==> src/design/cpp_pkg.sv <==
// shared types and constants of the csi parameter parser
// no dependencies; used by the front, queue and back modules
package cpp_pkg;

   localparam int INDEX_W   = 7;
   localparam int VALUE_W   = 32;
   localparam int COUNT_W   = 8;
   localparam int REQ_DATA_W = 48;
   localparam int RSP_DATA_W = 40;

   localparam logic [7:0] CHAR_ZERO = 8'h30;
   localparam logic [7:0] CHAR_NINE = 8'h39;
   localparam logic [7:0] CHAR_SEMI = 8'h3B;

   localparam logic [VALUE_W-1:0] EMPTY_VALUE = 32'hFFFF_FFFF;
   localparam logic [35:0]        INT32_TOP   = 36'h0_7FFF_FFFF;

   typedef enum logic [1:0] {
      ACT_CHAR  = 2'd0,
      ACT_CLEAR = 2'd1,
      ACT_QUERY = 2'd2,
      ACT_NONE  = 2'd3
   } action_type;

   typedef enum logic [2:0] {
      KIND_DIGIT = 3'd0,
      KIND_SEMI  = 3'd1,
      KIND_CLEAR = 3'd2,
      KIND_QUERY = 3'd3,
      KIND_NOP   = 3'd4
   } kind_type;

   typedef struct packed {
      kind_type             kind;
      logic [3:0]           digit;
      logic [INDEX_W-1:0]   index;
      logic [VALUE_W-1:0]   dflt;
   } item_type;

   typedef struct packed {
      logic full;
      logic empty;
   } queue_status_type;

endpackage

==> src/design/cpp_front.sv <==
// front end: takes request beats and classifies them into queue items
// depends on cpp_pkg
module cpp_front (
   input  logic                             req_tvalid,
   output logic                             req_tready,
   input  logic [cpp_pkg::REQ_DATA_W-1:0]   req_tdata,
   input  logic [1:0]                       req_tuser,
   input  cpp_pkg::queue_status_type        queue_status,
   output logic                             push,
   output cpp_pkg::item_type                push_item
);

   logic [7:0]           ch;
   logic                 is_digit;
   cpp_pkg::action_type  action;

   assign ch       = req_tdata[7:0];
   assign action   = cpp_pkg::action_type'(req_tuser);
   assign is_digit = (ch >= cpp_pkg::CHAR_ZERO) && (ch <= cpp_pkg::CHAR_NINE);

   assign req_tready = !queue_status.full;
   assign push       = req_tvalid && !queue_status.full;

   always_comb begin
      push_item.digit = 4'(ch - cpp_pkg::CHAR_ZERO);
      push_item.index = req_tdata[14:8];
      push_item.dflt  = req_tdata[46:15];
      unique case (action)
         cpp_pkg::ACT_CHAR: begin
            if (is_digit) begin
               push_item.kind = cpp_pkg::KIND_DIGIT;
            end else if (ch == cpp_pkg::CHAR_SEMI) begin
               push_item.kind = cpp_pkg::KIND_SEMI;
            end else begin
               push_item.kind = cpp_pkg::KIND_NOP;
            end
         end
         cpp_pkg::ACT_CLEAR: push_item.kind = cpp_pkg::KIND_CLEAR;
         cpp_pkg::ACT_QUERY: push_item.kind = cpp_pkg::KIND_QUERY;
         cpp_pkg::ACT_NONE:  push_item.kind = cpp_pkg::KIND_NOP;
      endcase
   end

endmodule

==> config.mk <==
export PLATFORM = sky130hd
export DESIGN_NAME = cpp_front
export DESIGN_NICKNAME = d
export VERILOG_FILES = /design/src/design/cpp_pkg.sv /design/src/design/cpp_front.sv
export SDC_FILE = /design/constraint.sdc
export NUM_CORES = 1
export LEC_CHECK = 0
export BUFFER_PORTS_ARGS = -buffer_cell sky130_fd_sc_hd__buf_2
export CAP_MARGIN = 10
export CORE_MARGIN = 3
export CORE_UTILIZATION = 25
export DETAILED_ROUTE_END_ITERATION = 10
export PLACE_DENSITY = 0.92
export SLEW_MARGIN = 15
export SYNTH_ARGS = -nofsm -noshare
export SYNTH_HDL_FRONTEND = slang
export SYNTH_SLANG_ARGS = --single-unit
==> constraint.sdc <==
create_clock -name vclk -period 1.2
set_clock_uncertainty 0.15 [all_clocks]
set_input_delay 0.06 -clock vclk [all_inputs]
set_output_delay 0.06 -clock vclk [all_outputs]
set_load 0.01 [all_outputs]
==> impl_metrics.ini <==
[status]
outcome = finished, final reports clean

[layout]
n_clock_buffer = 0
final_cells = 91
fin_util_pct = 39.89
drive_above_1_share_pct = 28.00
seq_cells = 0
design_area_um2 = 621.8
regArea_um2 = 0
mostFrequentLayoutCells = 39 x dlygate4sd3_1, 21 x buf_2, 4 x inv_1, 3 x ha_1, 2 x nor2b_1
area_delta_synth_final_pct = 44.90
nets = 133
insertedDiodeCount = 0
final_common_cell = dlygate4sd3_1
num-fill-cells = 156

[setup_path]
slowest_delay_ps = 190
crit_chain = buf_2, inv_1, ha_1, nand4_1, o22a_1, buf_2
path_delay_family = buffers and inverters
critPathLaunchType = primary input
required_ps = 990
cp.buffers_inverters = 3
worstSetupPathType = primary input to output port
worst-endpoint-arrival_ps = 860
path_common_cell = buf_2
cp_max_fo = 3
critPathCaptureType = output port
worst_path_max_delay_cell = ha_1

[yosys]
ys_seq_area_share_pct = 0
ys_types = 10
syn_nets = 114
avgSynthCellArea_um2 = 7.399
synth_warnings = 0
synthCells = 58
syn-cell-area_um2 = 429.2

[power]
vdd_drop_max_mv = 0.1236
powerDensity_nw_per_um2 = 350.4
leakage_uw = 0.0003032

[die]
fp.coreArea_um2 = 1559
start_util_pct = 27.53
dieArea_um2 = 2250
rows = 14
ioPinCount = 101
dieHeight_um = 47.43
die_w_um = 47.43

[timing]
hold_viol_final = 0
rsz0062_at_grt = false
whs_ps = 187.0
drv_slew = 0
period_share_pct = 89.23
worst_pin_slew_ps = 155.3
finalSetupTns_ps = 0
max_slew_margin_pct = 89.61
setup_violations = 0
fmax_ghz = 0.9339
fin_crit_ps = 1071

[drt]
drc = 0
wl_per_cell_um = 12.73
wirelength_um = 1158
drtIter0Drc = 0
dr.pass1.iters = 1
ant_nets = 0
viasPerCell = 4.176
vias = 380

[cts]
cts.repair.resized = 0
post_cts_buffers = 0

[placed_design]
place.port_buffers = 21
placed_cells = 52
place_congestion = 0.6107
placed_area_um2 = 231.5

[grt]
grt_antenna_before_repair = 0
grt_max_degree = 4
grt_pass1_wl_um = 1290
track_usage_pct = 7.628
grt-ovfl-total = 0
grt_pass1_vias = 290

[job]
cap_violations = 0

[hold_path]
min_path_type = primary input to output port
power by group:
group	leakage (uW)	internal (uW)	switching, uW	total (uW)
Clock	0	0	0	0
Sequential	0	0	0	0
Combinational	0.000303	124	94.1	218
path summary, 6_finish.rpt:
path	from	end	slack, ps	depth (start not counted)
worst max-delay path	req_tuser[0]	push_item[45]	130	6
worst min-delay path	req_tdata[1]	push_item[40]	190	2
cells by family (layout without fill, tap and decap cells):
group	Yosys count	count (layout)	synth area share (%)
compound gates	3	3	5.250
fa+ha+maj	3	3	8.747
buf+inv	47	64	78.72
simple gates	5	5	7.289
cell type report:
type               instances  area [um^2]  share of cell area [%]
inverters                  4        15.01                   2.414
multi-input cells         11        91.34                   14.69
well taps                 16        20.02                   3.219
repair buffers            60        495.5                   79.68
layer usage:
layer	vias to the layer above	wire (um)	track usage [%]
li1	171	-	-
met1	166	261	7.778
met2	43	749	16.84
met3	0	147	0
met4	0	0	1.105
met5	-	0	0
stage by stage:
stage | setup WS, ps | power (uW)
6_report | 129.2 | 217.9
5_1_grt | 44.53 | 236.0
4_1_cts | 126.9 | 218.0
3_5_place_dp | 126.5 | 71.86
3_3_place_gp | 149.0 | 69.63
2_1_floorplan | 358.0 | 173.4
cell usage after synthesis:
cell	count	share of area [%]
buf_4	43	75
ha_1	3	8.7
inv_1	4	3.5
nand4_1	1	1.5
nand4b_1	1	2.0
nor2_1	1	0.87
nor2b_1	2	2.9
o21a_1	1	1.7
o22a_1	1	2.0
o22ai_1	1	1.5
repair_timing:
action | 4_1_cts | 5_1_grt
endpoints found under the setup margin | 0 | 0
hold buffers | 39 | 0
hold endpoints to repair | 39 | 0
Note: power is estimated with default switching activity, not from simulation.
