<file path="src/design/cpp_pkg.sv">
// shared types and constants of the csi parameter parser
// no dependencies; used by the front, queue and back modules
package cpp_pkg;

   localparam int INDEX_W   = 7;
   localparam int VALUE_W   = 32;
   localparam int COUNT_W   = 8;
   localparam int REQ_DATA_W = 48;
   localparam int RSP_DATA_W = 40;

   localparam logic [7:0] CHAR_ZERO = 8'h30;
   localparam logic [7:0] CHAR_NINE = 8'h39;
   localparam logic [7:0] CHAR_SEMI = 8'h3B;

   localparam logic [VALUE_W-1:0] EMPTY_VALUE = 32'hFFFF_FFFF;
   localparam logic [35:0]        INT32_TOP   = 36'h0_7FFF_FFFF;

   typedef enum logic [1:0] {
      ACT_CHAR  = 2'd0,
      ACT_CLEAR = 2'd1,
      ACT_QUERY = 2'd2,
      ACT_NONE  = 2'd3
   } action_type;

   typedef enum logic [2:0] {
      KIND_DIGIT = 3'd0,
      KIND_SEMI  = 3'd1,
      KIND_CLEAR = 3'd2,
      KIND_QUERY = 3'd3,
      KIND_NOP   = 3'd4
   } kind_type;

   typedef struct packed {
      kind_type             kind;
      logic [3:0]           digit;
      logic [INDEX_W-1:0]   index;
      logic [VALUE_W-1:0]   dflt;
   } item_type;

   typedef struct packed {
      logic full;
      logic empty;
   } queue_status_type;

endpackage

</file>
<file path="src/design/cpp_queue.sv">
// two-entry queue between the front end and the back end
// depends on cpp_pkg
module cpp_queue (
   input  logic                       clock,
   input  logic                       reset,
   input  logic                       push,
   input  cpp_pkg::item_type          push_item,
   input  logic                       pop,
   output cpp_pkg::item_type          pop_item,
   output cpp_pkg::queue_status_type  queue_status
);

   cpp_pkg::item_type  slot_ff [2];
   logic               wr_ptr_ff, wr_ptr_in;
   logic               rd_ptr_ff, rd_ptr_in;
   logic [1:0]         count_ff, count_in;

   assign pop_item           = slot_ff[rd_ptr_ff];
   assign queue_status.full  = (count_ff == 2'd2);
   assign queue_status.empty = (count_ff == 2'd0);

   always_comb begin
      wr_ptr_in = push ? !wr_ptr_ff : wr_ptr_ff;
      rd_ptr_in = pop  ? !rd_ptr_ff : rd_ptr_ff;
      count_in  = count_ff + 2'(push) - 2'(pop);
   end

   always_ff @(posedge clock) begin
      if (reset) begin
         wr_ptr_ff <= 1'b0;
         rd_ptr_ff <= 1'b0;
         count_ff  <= 2'd0;
      end else begin
         wr_ptr_ff <= wr_ptr_in;
         rd_ptr_ff <= rd_ptr_in;
         count_ff  <= count_in;
      end
   end

   always_ff @(posedge clock) begin
      if (push) begin
         slot_ff[wr_ptr_ff] <= push_item;
      end
   end

endmodule

</file>
<file path="config.mk">
export PLATFORM = sky130hd
export DESIGN_NAME = cpp_queue
export DESIGN_NICKNAME = d
export VERILOG_FILES = /design/src/design/cpp_pkg.sv /design/src/design/cpp_queue.sv
export SDC_FILE = /design/constraint.sdc
export NUM_CORES = 1
export LEC_CHECK = 0
export BUFFER_PORTS_ARGS = -buffer_cell sky130_fd_sc_hd__buf_2
export CAP_MARGIN = 20
export CORE_MARGIN = 2
export CORE_UTILIZATION = 45
export CTS_BUF_LIST = sky130_fd_sc_hd__clkbuf_4 sky130_fd_sc_hd__clkbuf_8
export DETAILED_ROUTE_END_ITERATION = 8
export GPL_ROUTABILITY_DRIVEN = 0
export PLACE_DENSITY = 0.72
export SETUP_SLACK_MARGIN = 0.5
export SYNTH_ARGS = -nofsm -noshare
export SYNTH_HDL_FRONTEND = slang
export SYNTH_SLANG_ARGS = --single-unit
</file>
<file path="constraint.sdc">
create_clock -name clock -period 4.2 [get_ports clock]
set_input_delay 0.63 -clock clock [delete_from_list [all_inputs] [get_ports clock]]
set_output_delay 0.63 -clock clock [all_outputs]
set_load 0.02 [all_outputs]
</file>
==> results by group <==
Synth
  • Mapped Area: 0.003739 mm^2
  • Synth Warn #: 0
  • Yosys reg bits: 97
  • Register area share after synthesis: 76.57%
  • Syn Area/Cell: 22.80 um^2
  • Synth cell types: 13
  • Synthesized netlist cell count: 164
  • Synthesized net count: 216

Worst setup path
  • Max Fanout on Critical Path: 32
  • CP arrival: 2.22 ns
  • Req. time, crit path: 3.57 ns
  • Crit path buffers/inverters: 2
  • Largest stage delay on the critical path: 1.02 ns
  • WS Path Type: reg -> out
  • Critical path startpoint category: register
  • Endpoint class of the critical path: output pin
  • CP top delay family: flip-flops
  • CP max-delay cell: dfxtp_2
  • Critical Path, Cell by Cell: buf_4, mux2_2, buf_2

Pwr
  • Max VDD drop: 0.0002234 V
  • Lkg Pwr: 1.803 nW
  • PwrDens: 455.5 mW/mm^2

STA
  • Slew Viols, Final: 0
  • Worst Tran Pin Value: 1.041 ns
  • Fin. Hold Viols: 0
  • Fmax: 350.4 MHz
  • RSZ-0062 raised after global routing: false
  • Tcrit/Tclk final: 67.96%
  • Final Skew: 0.007727 ns
  • Final Setup Violations: 0
  • Fin crit period: 2.854 ns
  • TNS Setup: 0 ns
  • Slew HR: 30.59%

Route
  • Wire length per cell: 15.29 um
  • Detailed Route Iter0 Violations: 58
  • Routed vias: 1,794
  • Post-Route WL: 5827 um
  • Residual DRC: 0
  • Final ANT Viol Nets: 0
  • Via density: 4.709
  • Drt pass-1 iters: 4

GRT
  • First-pass GRT wire length: 8852 um
  • Largest net degree at the start of global routing: 33
  • Vias in the first global route: 1,830
  • Gr ovfl total: 0
  • Antenna violations before repair: 0
  • Total track usage: 13.24%

Clock tree
  • # H-tree levels: 3
  • Resized cells post-CTS: 0
  • Reg clk slew, reported paths: 0.09 ns
  • Clock Sinks: 97
  • Hold bufs inserted after CTS: 0
  • CTS Buf Count: 9
  • Postcts setup bufs: 0
  • CTS tree: built
  • Clk root buf: clkbuf_8
  • Worst-Skew Late Latency: 0.34 ns
  • Clk buf depth: 2

Placement
  • Number of I/O port buffers: 97
  • Final HPWL DP: 3957 um

Floorplan
  • Core Rows: 33
  • I/O pin count: 98
  • Die ar.: 0.009054 mm^2
  • Die X: 95.15 um
  • Core area: 0.008134 mm^2
  • Die Ht: 95.15 um
  • Starting density of the core: 45.96%

Final layout
  • Layout area overhead: 20.88%
  • Share of cells above drive strength 1: 60.14%
  • Fill cell count: 636
  • Most frequent cells in the layout: 97 x buf_2, 92 x edfxtp_1, 40 x mux2_4, 10 x clkbuf_8, 6 x mux2_2
  • Antenna Cells: 0
  • Commonest non-fill, non-tap cell in the layout: buf_2
  • Finished Core Util: 55.56%
  • # nets final: 323

Flow run
  • Max-cap violations: 0

Min path
  • Hold WC Path Type: in -> reg

Run status
  • Run status: complete, no violations
[power breakdown]
| part | switching, mW | internal (mW) | leakage [nW] |
|---|---|---|---|
| clock network | 0.283 | 0.311 | 0.104 |
| logic | 0.155 | 0.149 | 0.793 |
| registers | 0.0339 | 1.13 | 0.905 |
[layout make-up]
class / instances / area [um^2] / share of cell area (%)
multi-input cells: 60 / 785.8 / 17.39
inverters: 2 / 7.507 / 0.1661
flip-flops and latches: 97 / 2864 / 63.37
clock buffers: 13 / 160.2 / 3.544
repair buffers: 101 / 528.0 / 11.68
clock inverters: 3 / 42.54 / 0.9413
well taps: 105 / 131.4 / 2.907
[layer usage]
metal / track usage, % / wire length, um
met5: 0 / 0
met4: 5.072 / 68
met3: 4.111 / 418
met2: 21.65 / 2872
met1: 16.55 / 2467
[Yosys cell counts]
master    instances  area [um^2]
edfxtp_1         92         2763
mux2_4           40        600.6
mux2_2            6        67.56
dfxtp_1           5        100.1
nor2_1            5        18.77
buf_12            4        80.08
nor2b_1           3        18.77
ha_1              2        25.02
inv_1             2        7.510
xnor2_1           2        17.52
and2_1            1        6.260
buf_6             1        11.26
xnor3_1           1        22.52
[per-stage QoR]
stage	setup WS, ns	instances	area, um^2	power (mW)	hold slack [ns]
after global placement	1.695	364	4297	1.484	0.4959
after floorplan	1.069	164	3739	1.400	0.4799
final	1.346	381	4519	2.058	0.4702
after detailed placement	1.655	365	4317	1.494	0.5081
after global routing	1.182	381	4519	2.150	0.4457
after CTS	1.270	381	4519	2.088	0.4524
[final timing paths]
| kind | cells past startpoint | from | end | slack [ns] |
|---|---|---|---|---|
| min reg2reg | 2 | rd_ptr_ff$_SDFFE_PP0P_ | rd_ptr_ff$_SDFFE_PP0P_ | 0.52 |
| min | 1 | push_item[39] | slot_ff[0][39]$_DFFE_PP_ | 0.47 |
| max | 3 | register | pop_item[0] | 1.35 |
| max reg2reg | 2 | wr_ptr_ff$_SDFFE_PP0P_ | slot_ff[0][25]$_DFFE_PP_ | 2.44 |
[sequential cells by signal, indices dropped and copies added, names as in the netlist, named ones only]
name	count
rd_ptr_ff	1
count_ff	2
wr_ptr_ff	1
slot_ff	92
[kinds of logic (layout without fill, tap and decap cells)]
group	count (synthesis)	after routing	share of synthesized area [%]
xor gates and xnor gates	3	3	1.071
adders and majority gates	2	2	0.6692
buffers and inverters	7	119	2.644
DFF	97	97	76.57
muxes	46	46	17.87
and+or+nand+nor	9	9	1.172
Power figures use the tool's default switching activity.
