==> config.mk <==
export PLATFORM = sky130hd
export DESIGN_NAME = cpp_back
export DESIGN_NICKNAME = d
export VERILOG_FILES = /design/src/design/cpp_pkg.sv /design/src/design/cpp_back.sv
export SDC_FILE = /design/constraint.sdc
export NUM_CORES = 2
export LEC_CHECK = 0
export BUFFER_PORTS_ARGS = -buffer_cell sky130_fd_sc_hd__buf_4
export CAP_MARGIN = 20
export CORE_MARGIN = 1.5
export CORE_UTILIZATION = 40
export CTS_BUF_LIST = sky130_fd_sc_hd__clkbuf_4
export DETAILED_ROUTE_END_ITERATION = 6
export PLACE_DENSITY_LB_ADDON = 0.12
export SKIP_CTS_REPAIR_TIMING = 1
export SLEW_MARGIN = 20
export SYNTH_ARGS = -nofsm -noshare
export SYNTH_HDL_FRONTEND = slang
export SYNTH_SLANG_ARGS = --single-unit
==> constraint.sdc <==
create_clock -name clock -period 7.1 [get_ports clock]
set_input_delay 2.13 -clock clock [delete_from_list [all_inputs] [get_ports clock]]
set_output_delay 2.13 -clock clock [all_outputs]
set_load 0.02 [all_outputs]
==> src/design/cpp_pkg.sv <==
// shared types and constants of the csi parameter parser
// no dependencies; used by the front, queue and back modules
package cpp_pkg;

   localparam int INDEX_W   = 7;
   localparam int VALUE_W   = 32;
   localparam int COUNT_W   = 8;
   localparam int REQ_DATA_W = 48;
   localparam int RSP_DATA_W = 40;

   localparam logic [7:0] CHAR_ZERO = 8'h30;
   localparam logic [7:0] CHAR_NINE = 8'h39;
   localparam logic [7:0] CHAR_SEMI = 8'h3B;

   localparam logic [VALUE_W-1:0] EMPTY_VALUE = 32'hFFFF_FFFF;
   localparam logic [35:0]        INT32_TOP   = 36'h0_7FFF_FFFF;

   typedef enum logic [1:0] {
      ACT_CHAR  = 2'd0,
      ACT_CLEAR = 2'd1,
      ACT_QUERY = 2'd2,
      ACT_NONE  = 2'd3
   } action_type;

   typedef enum logic [2:0] {
      KIND_DIGIT = 3'd0,
      KIND_SEMI  = 3'd1,
      KIND_CLEAR = 3'd2,
      KIND_QUERY = 3'd3,
      KIND_NOP   = 3'd4
   } kind_type;

   typedef struct packed {
      kind_type             kind;
      logic [3:0]           digit;
      logic [INDEX_W-1:0]   index;
      logic [VALUE_W-1:0]   dflt;
   } item_type;

   typedef struct packed {
      logic full;
      logic empty;
   } queue_status_type;

endpackage

==> src/design/cpp_back.sv <==
// back end: segment state, parameter store and registered response beat
// depends on cpp_pkg
module cpp_back #(
   parameter int MAX_CHARS  = 100,
   parameter int MAX_PARAMS = 128
) (
   input  logic                             clock,
   input  logic                             reset,
   input  cpp_pkg::queue_status_type        queue_status,
   input  cpp_pkg::item_type                pop_item,
   output logic                             pop,
   output logic                             rsp_tvalid,
   input  logic                             rsp_tready,
   output logic [cpp_pkg::RSP_DATA_W-1:0]   rsp_tdata,
   output logic [0:0]                       rsp_tuser
);

   localparam int AW    = (MAX_PARAMS > 1) ? $clog2(MAX_PARAMS) : 1;
   localparam int CNT_W = $clog2(MAX_PARAMS + 1);
   localparam int CC_W  = $clog2(MAX_CHARS + 1);
   localparam int IW    = cpp_pkg::INDEX_W;
   localparam int WW    = (CNT_W > IW) ? CNT_W : IW;
   localparam int TW    = (CNT_W + 1 > 9) ? CNT_W + 1 : 9;
   localparam int VW    = cpp_pkg::VALUE_W;

   // segment state
   logic [CC_W-1:0]   char_count_ff, char_count_in;
   logic [VW-1:0]     acc_ff, acc_in;
   logic              has_digit_ff, has_digit_in;
   logic              ovf_ff, ovf_in;
   logic [CNT_W-1:0]  closed_ff, closed_in;

   // parameter store
   logic [VW-1:0]     param_store_ff [MAX_PARAMS];
   logic [VW-1:0]     rd_data_ff;
   logic              wr_en, rd_en;
   logic [AW-1:0]     wr_addr, rd_addr;

   // response stage
   logic              out_valid_ff, out_valid_in;
   logic              out_handled_ff, out_handled_in;
   logic [7:0]        out_count_ff, out_count_in;
   logic              out_query_ff, out_query_in;
   logic              out_use_mem_ff, out_use_mem_in;
   logic              out_found_ff, out_found_in;
   logic [VW-1:0]     out_alt_ff, out_alt_in;
   logic [VW-1:0]     out_dflt_ff;

   logic              room;
   logic              store_room;
   logic [35:0]       acc_next;
   logic [VW-1:0]     open_value;
   logic [WW-1:0]     idx_ext;
   logic [WW-1:0]     closed_ext;
   logic [TW-1:0]     total;
   logic [VW-1:0]     pick;
   logic [VW-1:0]     value;

   assign pop = !queue_status.empty && (!out_valid_ff || rsp_tready);

   assign room       = char_count_ff < CC_W'(MAX_CHARS);
   assign store_room = closed_ff < CNT_W'(MAX_PARAMS);
   assign acc_next   = 36'({acc_ff, 3'b000}) + 36'({acc_ff, 1'b0}) + 36'(pop_item.digit);
   assign open_value = has_digit_ff ? acc_ff : cpp_pkg::EMPTY_VALUE;
   assign idx_ext    = WW'(pop_item.index);
   assign closed_ext = WW'(closed_ff);

   assign wr_en   = pop && (pop_item.kind == cpp_pkg::KIND_SEMI) && room && !ovf_ff
                    && store_room;
   assign wr_addr = closed_ff[AW-1:0];
   assign rd_en   = pop && (pop_item.kind == cpp_pkg::KIND_QUERY);
   assign rd_addr = idx_ext[AW-1:0];

   always_comb begin
      char_count_in  = char_count_ff;
      acc_in         = acc_ff;
      has_digit_in   = has_digit_ff;
      ovf_in         = ovf_ff;
      closed_in      = closed_ff;
      out_handled_in = 1'b0;
      out_query_in   = 1'b0;
      out_use_mem_in = 1'b0;
      out_found_in   = 1'b0;
      out_alt_in     = open_value;
      unique case (pop_item.kind)
         cpp_pkg::KIND_DIGIT: begin
            if (room) begin
               char_count_in  = char_count_ff + CC_W'(1);
               out_handled_in = 1'b1;
               has_digit_in   = 1'b1;
               if (ovf_ff || (acc_next > cpp_pkg::INT32_TOP)) begin
                  ovf_in = 1'b1;
               end else begin
                  acc_in = acc_next[VW-1:0];
               end
            end
         end
         cpp_pkg::KIND_SEMI: begin
            if (room) begin
               char_count_in  = char_count_ff + CC_W'(1);
               out_handled_in = 1'b1;
               if (!ovf_ff && store_room) begin
                  closed_in = closed_ff + CNT_W'(1);
               end
               acc_in       = '0;
               has_digit_in = 1'b0;
               ovf_in       = 1'b0;
            end
         end
         cpp_pkg::KIND_CLEAR: begin
            char_count_in  = '0;
            acc_in         = '0;
            has_digit_in   = 1'b0;
            ovf_in         = 1'b0;
            closed_in      = '0;
            out_handled_in = 1'b1;
         end
         cpp_pkg::KIND_QUERY: begin
            out_query_in = 1'b1;
            if (idx_ext < closed_ext) begin
               out_use_mem_in = 1'b1;
               out_found_in   = 1'b1;
            end else if ((idx_ext == closed_ext) && store_room && !ovf_ff) begin
               out_found_in = 1'b1;
            end
         end
         cpp_pkg::KIND_NOP: begin
         end
         default: begin
         end
      endcase
   end

   // count after this beat, last open segment included
   always_comb begin
      total        = TW'(closed_in) + TW'(!ovf_in && (closed_in < CNT_W'(MAX_PARAMS)));
      out_count_in = (total > TW'(255)) ? 8'hFF : total[7:0];
      out_valid_in = pop ? 1'b1 : (out_valid_ff && !rsp_tready);
   end

   always_ff @(posedge clock) begin
      if (reset) begin
         char_count_ff <= '0;
         acc_ff        <= '0;
         has_digit_ff  <= 1'b0;
         ovf_ff        <= 1'b0;
         closed_ff     <= '0;
         out_valid_ff  <= 1'b0;
      end else begin
         out_valid_ff <= out_valid_in;
         if (pop) begin
            char_count_ff <= char_count_in;
            acc_ff        <= acc_in;
            has_digit_ff  <= has_digit_in;
            ovf_ff        <= ovf_in;
            closed_ff     <= closed_in;
         end
      end
   end

   always_ff @(posedge clock) begin
      if (pop) begin
         out_handled_ff <= out_handled_in;
         out_count_ff   <= out_count_in;
         out_query_ff   <= out_query_in;
         out_use_mem_ff <= out_use_mem_in;
         out_found_ff   <= out_found_in;
         out_alt_ff     <= out_alt_in;
         out_dflt_ff    <= pop_item.dflt;
      end
   end

   always_ff @(posedge clock) begin
      if (wr_en) begin
         param_store_ff[wr_addr] <= open_value;
      end
      if (rd_en) begin
         rd_data_ff <= param_store_ff[rd_addr];
      end
   end

   always_comb begin
      pick = out_use_mem_ff ? rd_data_ff : out_alt_ff;
      if (!out_query_ff) begin
         value = '0;
      end else if (out_found_ff && !pick[VW-1] && (pick != '0)) begin
         value = pick;
      end else begin
         value = out_dflt_ff;
      end
   end

   assign rsp_tvalid = out_valid_ff;
   assign rsp_tdata  = {out_count_ff, value};
   assign rsp_tuser  = out_handled_ff;

endmodule

==> run_results.csv <==
group,metric,value,unit
status,status,"finished clean",
clocking,numCtsBuffers,1181,
setup_path,arrival,4.88,ns
synthesis,yosysSeqAreaShare,77.3,%
sta,hold_viol_final,0,
synthesis,synth_edf_count,4204,
cells_and_area,final_nets,8205,
clocking,htreeDepth,7,
routing,drc,0,
grt,globalRouteTotalUtil,22.1,%
synthesis,synth_top_cell_area_share,76.7,%
grt,grt_max_degree,88,
synthesis,yosys_warnings,0,
power_and_ir_drop,p_int,39500,uW
run,max-cap-violations,0,
routing,first_pass_iters,6,
power_and_ir_drop,vdd_ir_drop_max,142,uV
clocking,cts_root_buffer,"clkbuf_4",
routing,wl_per_cell,31.8,um
placement,io_buffers,92,
setup_path,path_class,"reg2out",
sta,period_minus_slack,7.01,ns
floorplan,die_h,644,um
synthesis,syn-mean-instance-area,24.2,um^2
clocking,clk_pin_slew,0.07,ns
power_and_ir_drop,p_leak,0.0521,uW
clocking,cts_tree,"yes",
power_and_ir_drop,power_frac_seq,54.3,%
cells_and_area,multiInputGateArea,37000,um^2
grt,grt_pass1_vias,85514,
power_and_ir_drop,clockPowerShare,41.3,%
synthesis,synthArstFlopShare,0,%
clocking,clockBufferDepth,5,
floorplan,dieWidth,644,um
sta,setup_tns,0,ns
floorplan,start_util,40.2,%
sta,worst_slack,0.0947,ns
synthesis,ys.flop_type,"edfxtp_1",
floorplan,die-area,415000,um^2
routing,via_per_inst,5.59,
clocking,clk_latency,1.69,ns
placement,hpwl,264000,um
setup_path,cp-end-kind,"output pin",
sta,whs,0.477,ns
setup_path,worstPathRequired,4.97,ns
synthesis,synth_most_common_cell,"edfxtp_1",
floorplan,io_pins,94,
grt,antenna_found_initial,44,
placement,dpl_cell_area,175000,um^2
synthesis,synth_common_cells,"edfxtp_1 (4204), mux4_2 (1344), clkbuf_1 (204)",
hold_path,hold_class,"reg2reg",
routing,antenna_left,0,
routing,num_vias,79868,
synthesis,yosys.area.top_type,"edfxtp_1",
power_and_ir_drop,switching_share,22.0,%
sta,max_freq,143,MHz
cells_and_area,fin_area,189000,um^2
cells_and_area,fill_cells,34361,
synthesis,synth_nets,6934,
synthesis,syn_inst,6807,
cells_and_area,drive_gt1_share,42.2,%
synthesis,syn-cell-area,165000,um^2
sta,finalCritPeriodShare,98.7,%
setup_path,cp-start-kind,"register",
synthesis,synth_cell_types,58,
sta,tightest_slew,1.22,ns
floorplan,num_rows,235,
sta,finClkSkew,0.109,ns
sta,setup_viol,0,
placement,gp_congestion,0.824,
setup_path,crit_fanout,7,
placement,post-place-ws,0.127,ns
synthesis,ys_ff_latch,4254,
grt,overflow,0,
sta,final_max_slew_viol_count,0,
cells_and_area,area_growth,14.9,%
power_and_ir_drop,combPwrFrac,4.4,%
power_and_ir_drop,p_switching,11100,uW
cells_and_area,layoutNonFillerInstCount,14290,
grt,grt_pass1_wl,634000,um
clocking,cts_sinks,4254,
routing,routed_wl,454000,um
routing,drt_first_iter_violations,7768,
placement,placed_cells,12344,
cells_and_area,seq_area,127000,um^2
floorplan,core,410000,um^2
sta,slew_headroom,16.9,%
synthesis,ys_top_cells_by_area,"edfxtp_1 (77%), mux4_2 (18%), dfxtp_1 (0.61%)",
power_and_ir_drop,power_density,267,nW/um^2
[final timing paths]
kind / start / end / slack, ns / depth (start not counted)
setup / recovery: rd_data_ff[23] / rsp_tdata[23] / 0.09 / 8
hold reg to reg: char_count_ff[1] / char_count_ff[1] / 0.48 / 2
setup reg to reg: acc_ff[2] / out_count_ff[3] / 1.89 / 18
hold / removal: char_count_ff[1] / char_count_ff[1] / 0.48 / 2
[stage by stage]
step                utilization, %  power, uW
finish                        46.2      50600
global route                  46.2      52600
detailed placement            42.8      30200
CTS                           46.1      51300
floorplan                        -      29300
global placement              42.8      30200
[power groups by stage]
| stage | clock [uW] | combinational, uW | sequential, uW |
|---|---|---|---|
| after floorplan | 0 | 1290 | 28000 |
| after global placement | 0 | 2210 | 28000 |
| after detailed placement | 0 | 2230 | 28000 |
| after CTS | 21600 | 2240 | 27500 |
| after global routing | 22900 | 2310 | 27400 |
| final | 20900 | 2210 | 27500 |
[cells by family after synthesis]
logic type / after synthesis / share of synthesized area (%)
buffers and inverters: 377 / 0.942
flip-flops: 4254 / 77.3
adder cells (fa/ha/maj): 76 / 0.587
AO/OA/AOI/OAI: 213 / 0.933
AND/OR/NAND/NOR: 446 / 1.22
multiplexers: 1412 / 18.8
XOR/XNOR: 29 / 0.154
[layer usage]
layer  GRT usage [%]  wire length, um  part of all wire [%]  vias to the layer above
met2            35.9           224000                    49                     2820
met5               0                0                     0                        -
met4            7.44             9740                   2.1                        0
met1            29.8           192000                    42                    43770
li1                -                -                     -                    32766
met3            4.77            27800                   6.1                      512
[cell type report]
cell class,instances,area share [%]
clock buffers,1647,6.54
inverters,29,0.0589
clock inverters,265,0.757
repair buffers,436,2.13
well taps,5451,3.61
flip-flops and latches,4254,67.3
multi-input cells,2176,19.6
diodes,32,0.0423
[cells in the final DEF, fill, tap and decap left out, drive strengths merged, types with 38 or more instances in the layout]
| master | Yosys | layout |
|---|---|---|
| inv | 29 | 56 |
| ha | 74 | 74 |
| nand2b | 38 | 38 |
| buf | 143 | 436 |
| dfxtp | 50 | 50 |
| mux4 | 1344 | 1344 |
| edfxtp | 4204 | 4204 |
| clkinv | 0 | 221 |
| a21oi | 49 | 49 |
| nor2 | 184 | 184 |
| clkbuf | 205 | 1647 |
| nand2 | 115 | 115 |
[registers in the layout, summed over array words and instances, names as in the netlist]
signal / count
closed_ext: 8
char_count_ff: 7
out_found_ff: 1
out_use_mem_ff: 1
has_digit_ff: 1
out_count_ff: 8
rd_data_ff: 32
acc_ff: 32
out_dflt_ff: 32
rsp_tvalid: 1
ovf_ff: 1
param_store_ff: 4096
out_query_ff: 1
out_alt_ff: 32
rsp_tuser: 1
[worst max-delay path: stages, from the launching register on]
cell and delay [ns]:
edfxtp_1 0.44, nor4_2 0.47, nand4_1 0.67, nor2_1 0.42
a211oi_4 0.20, buf_4 0.21, nand2_1 0.05, o211a_1 0.49
buf_4 0.24
No activity file was read; power rests on OpenSTA's default activity.
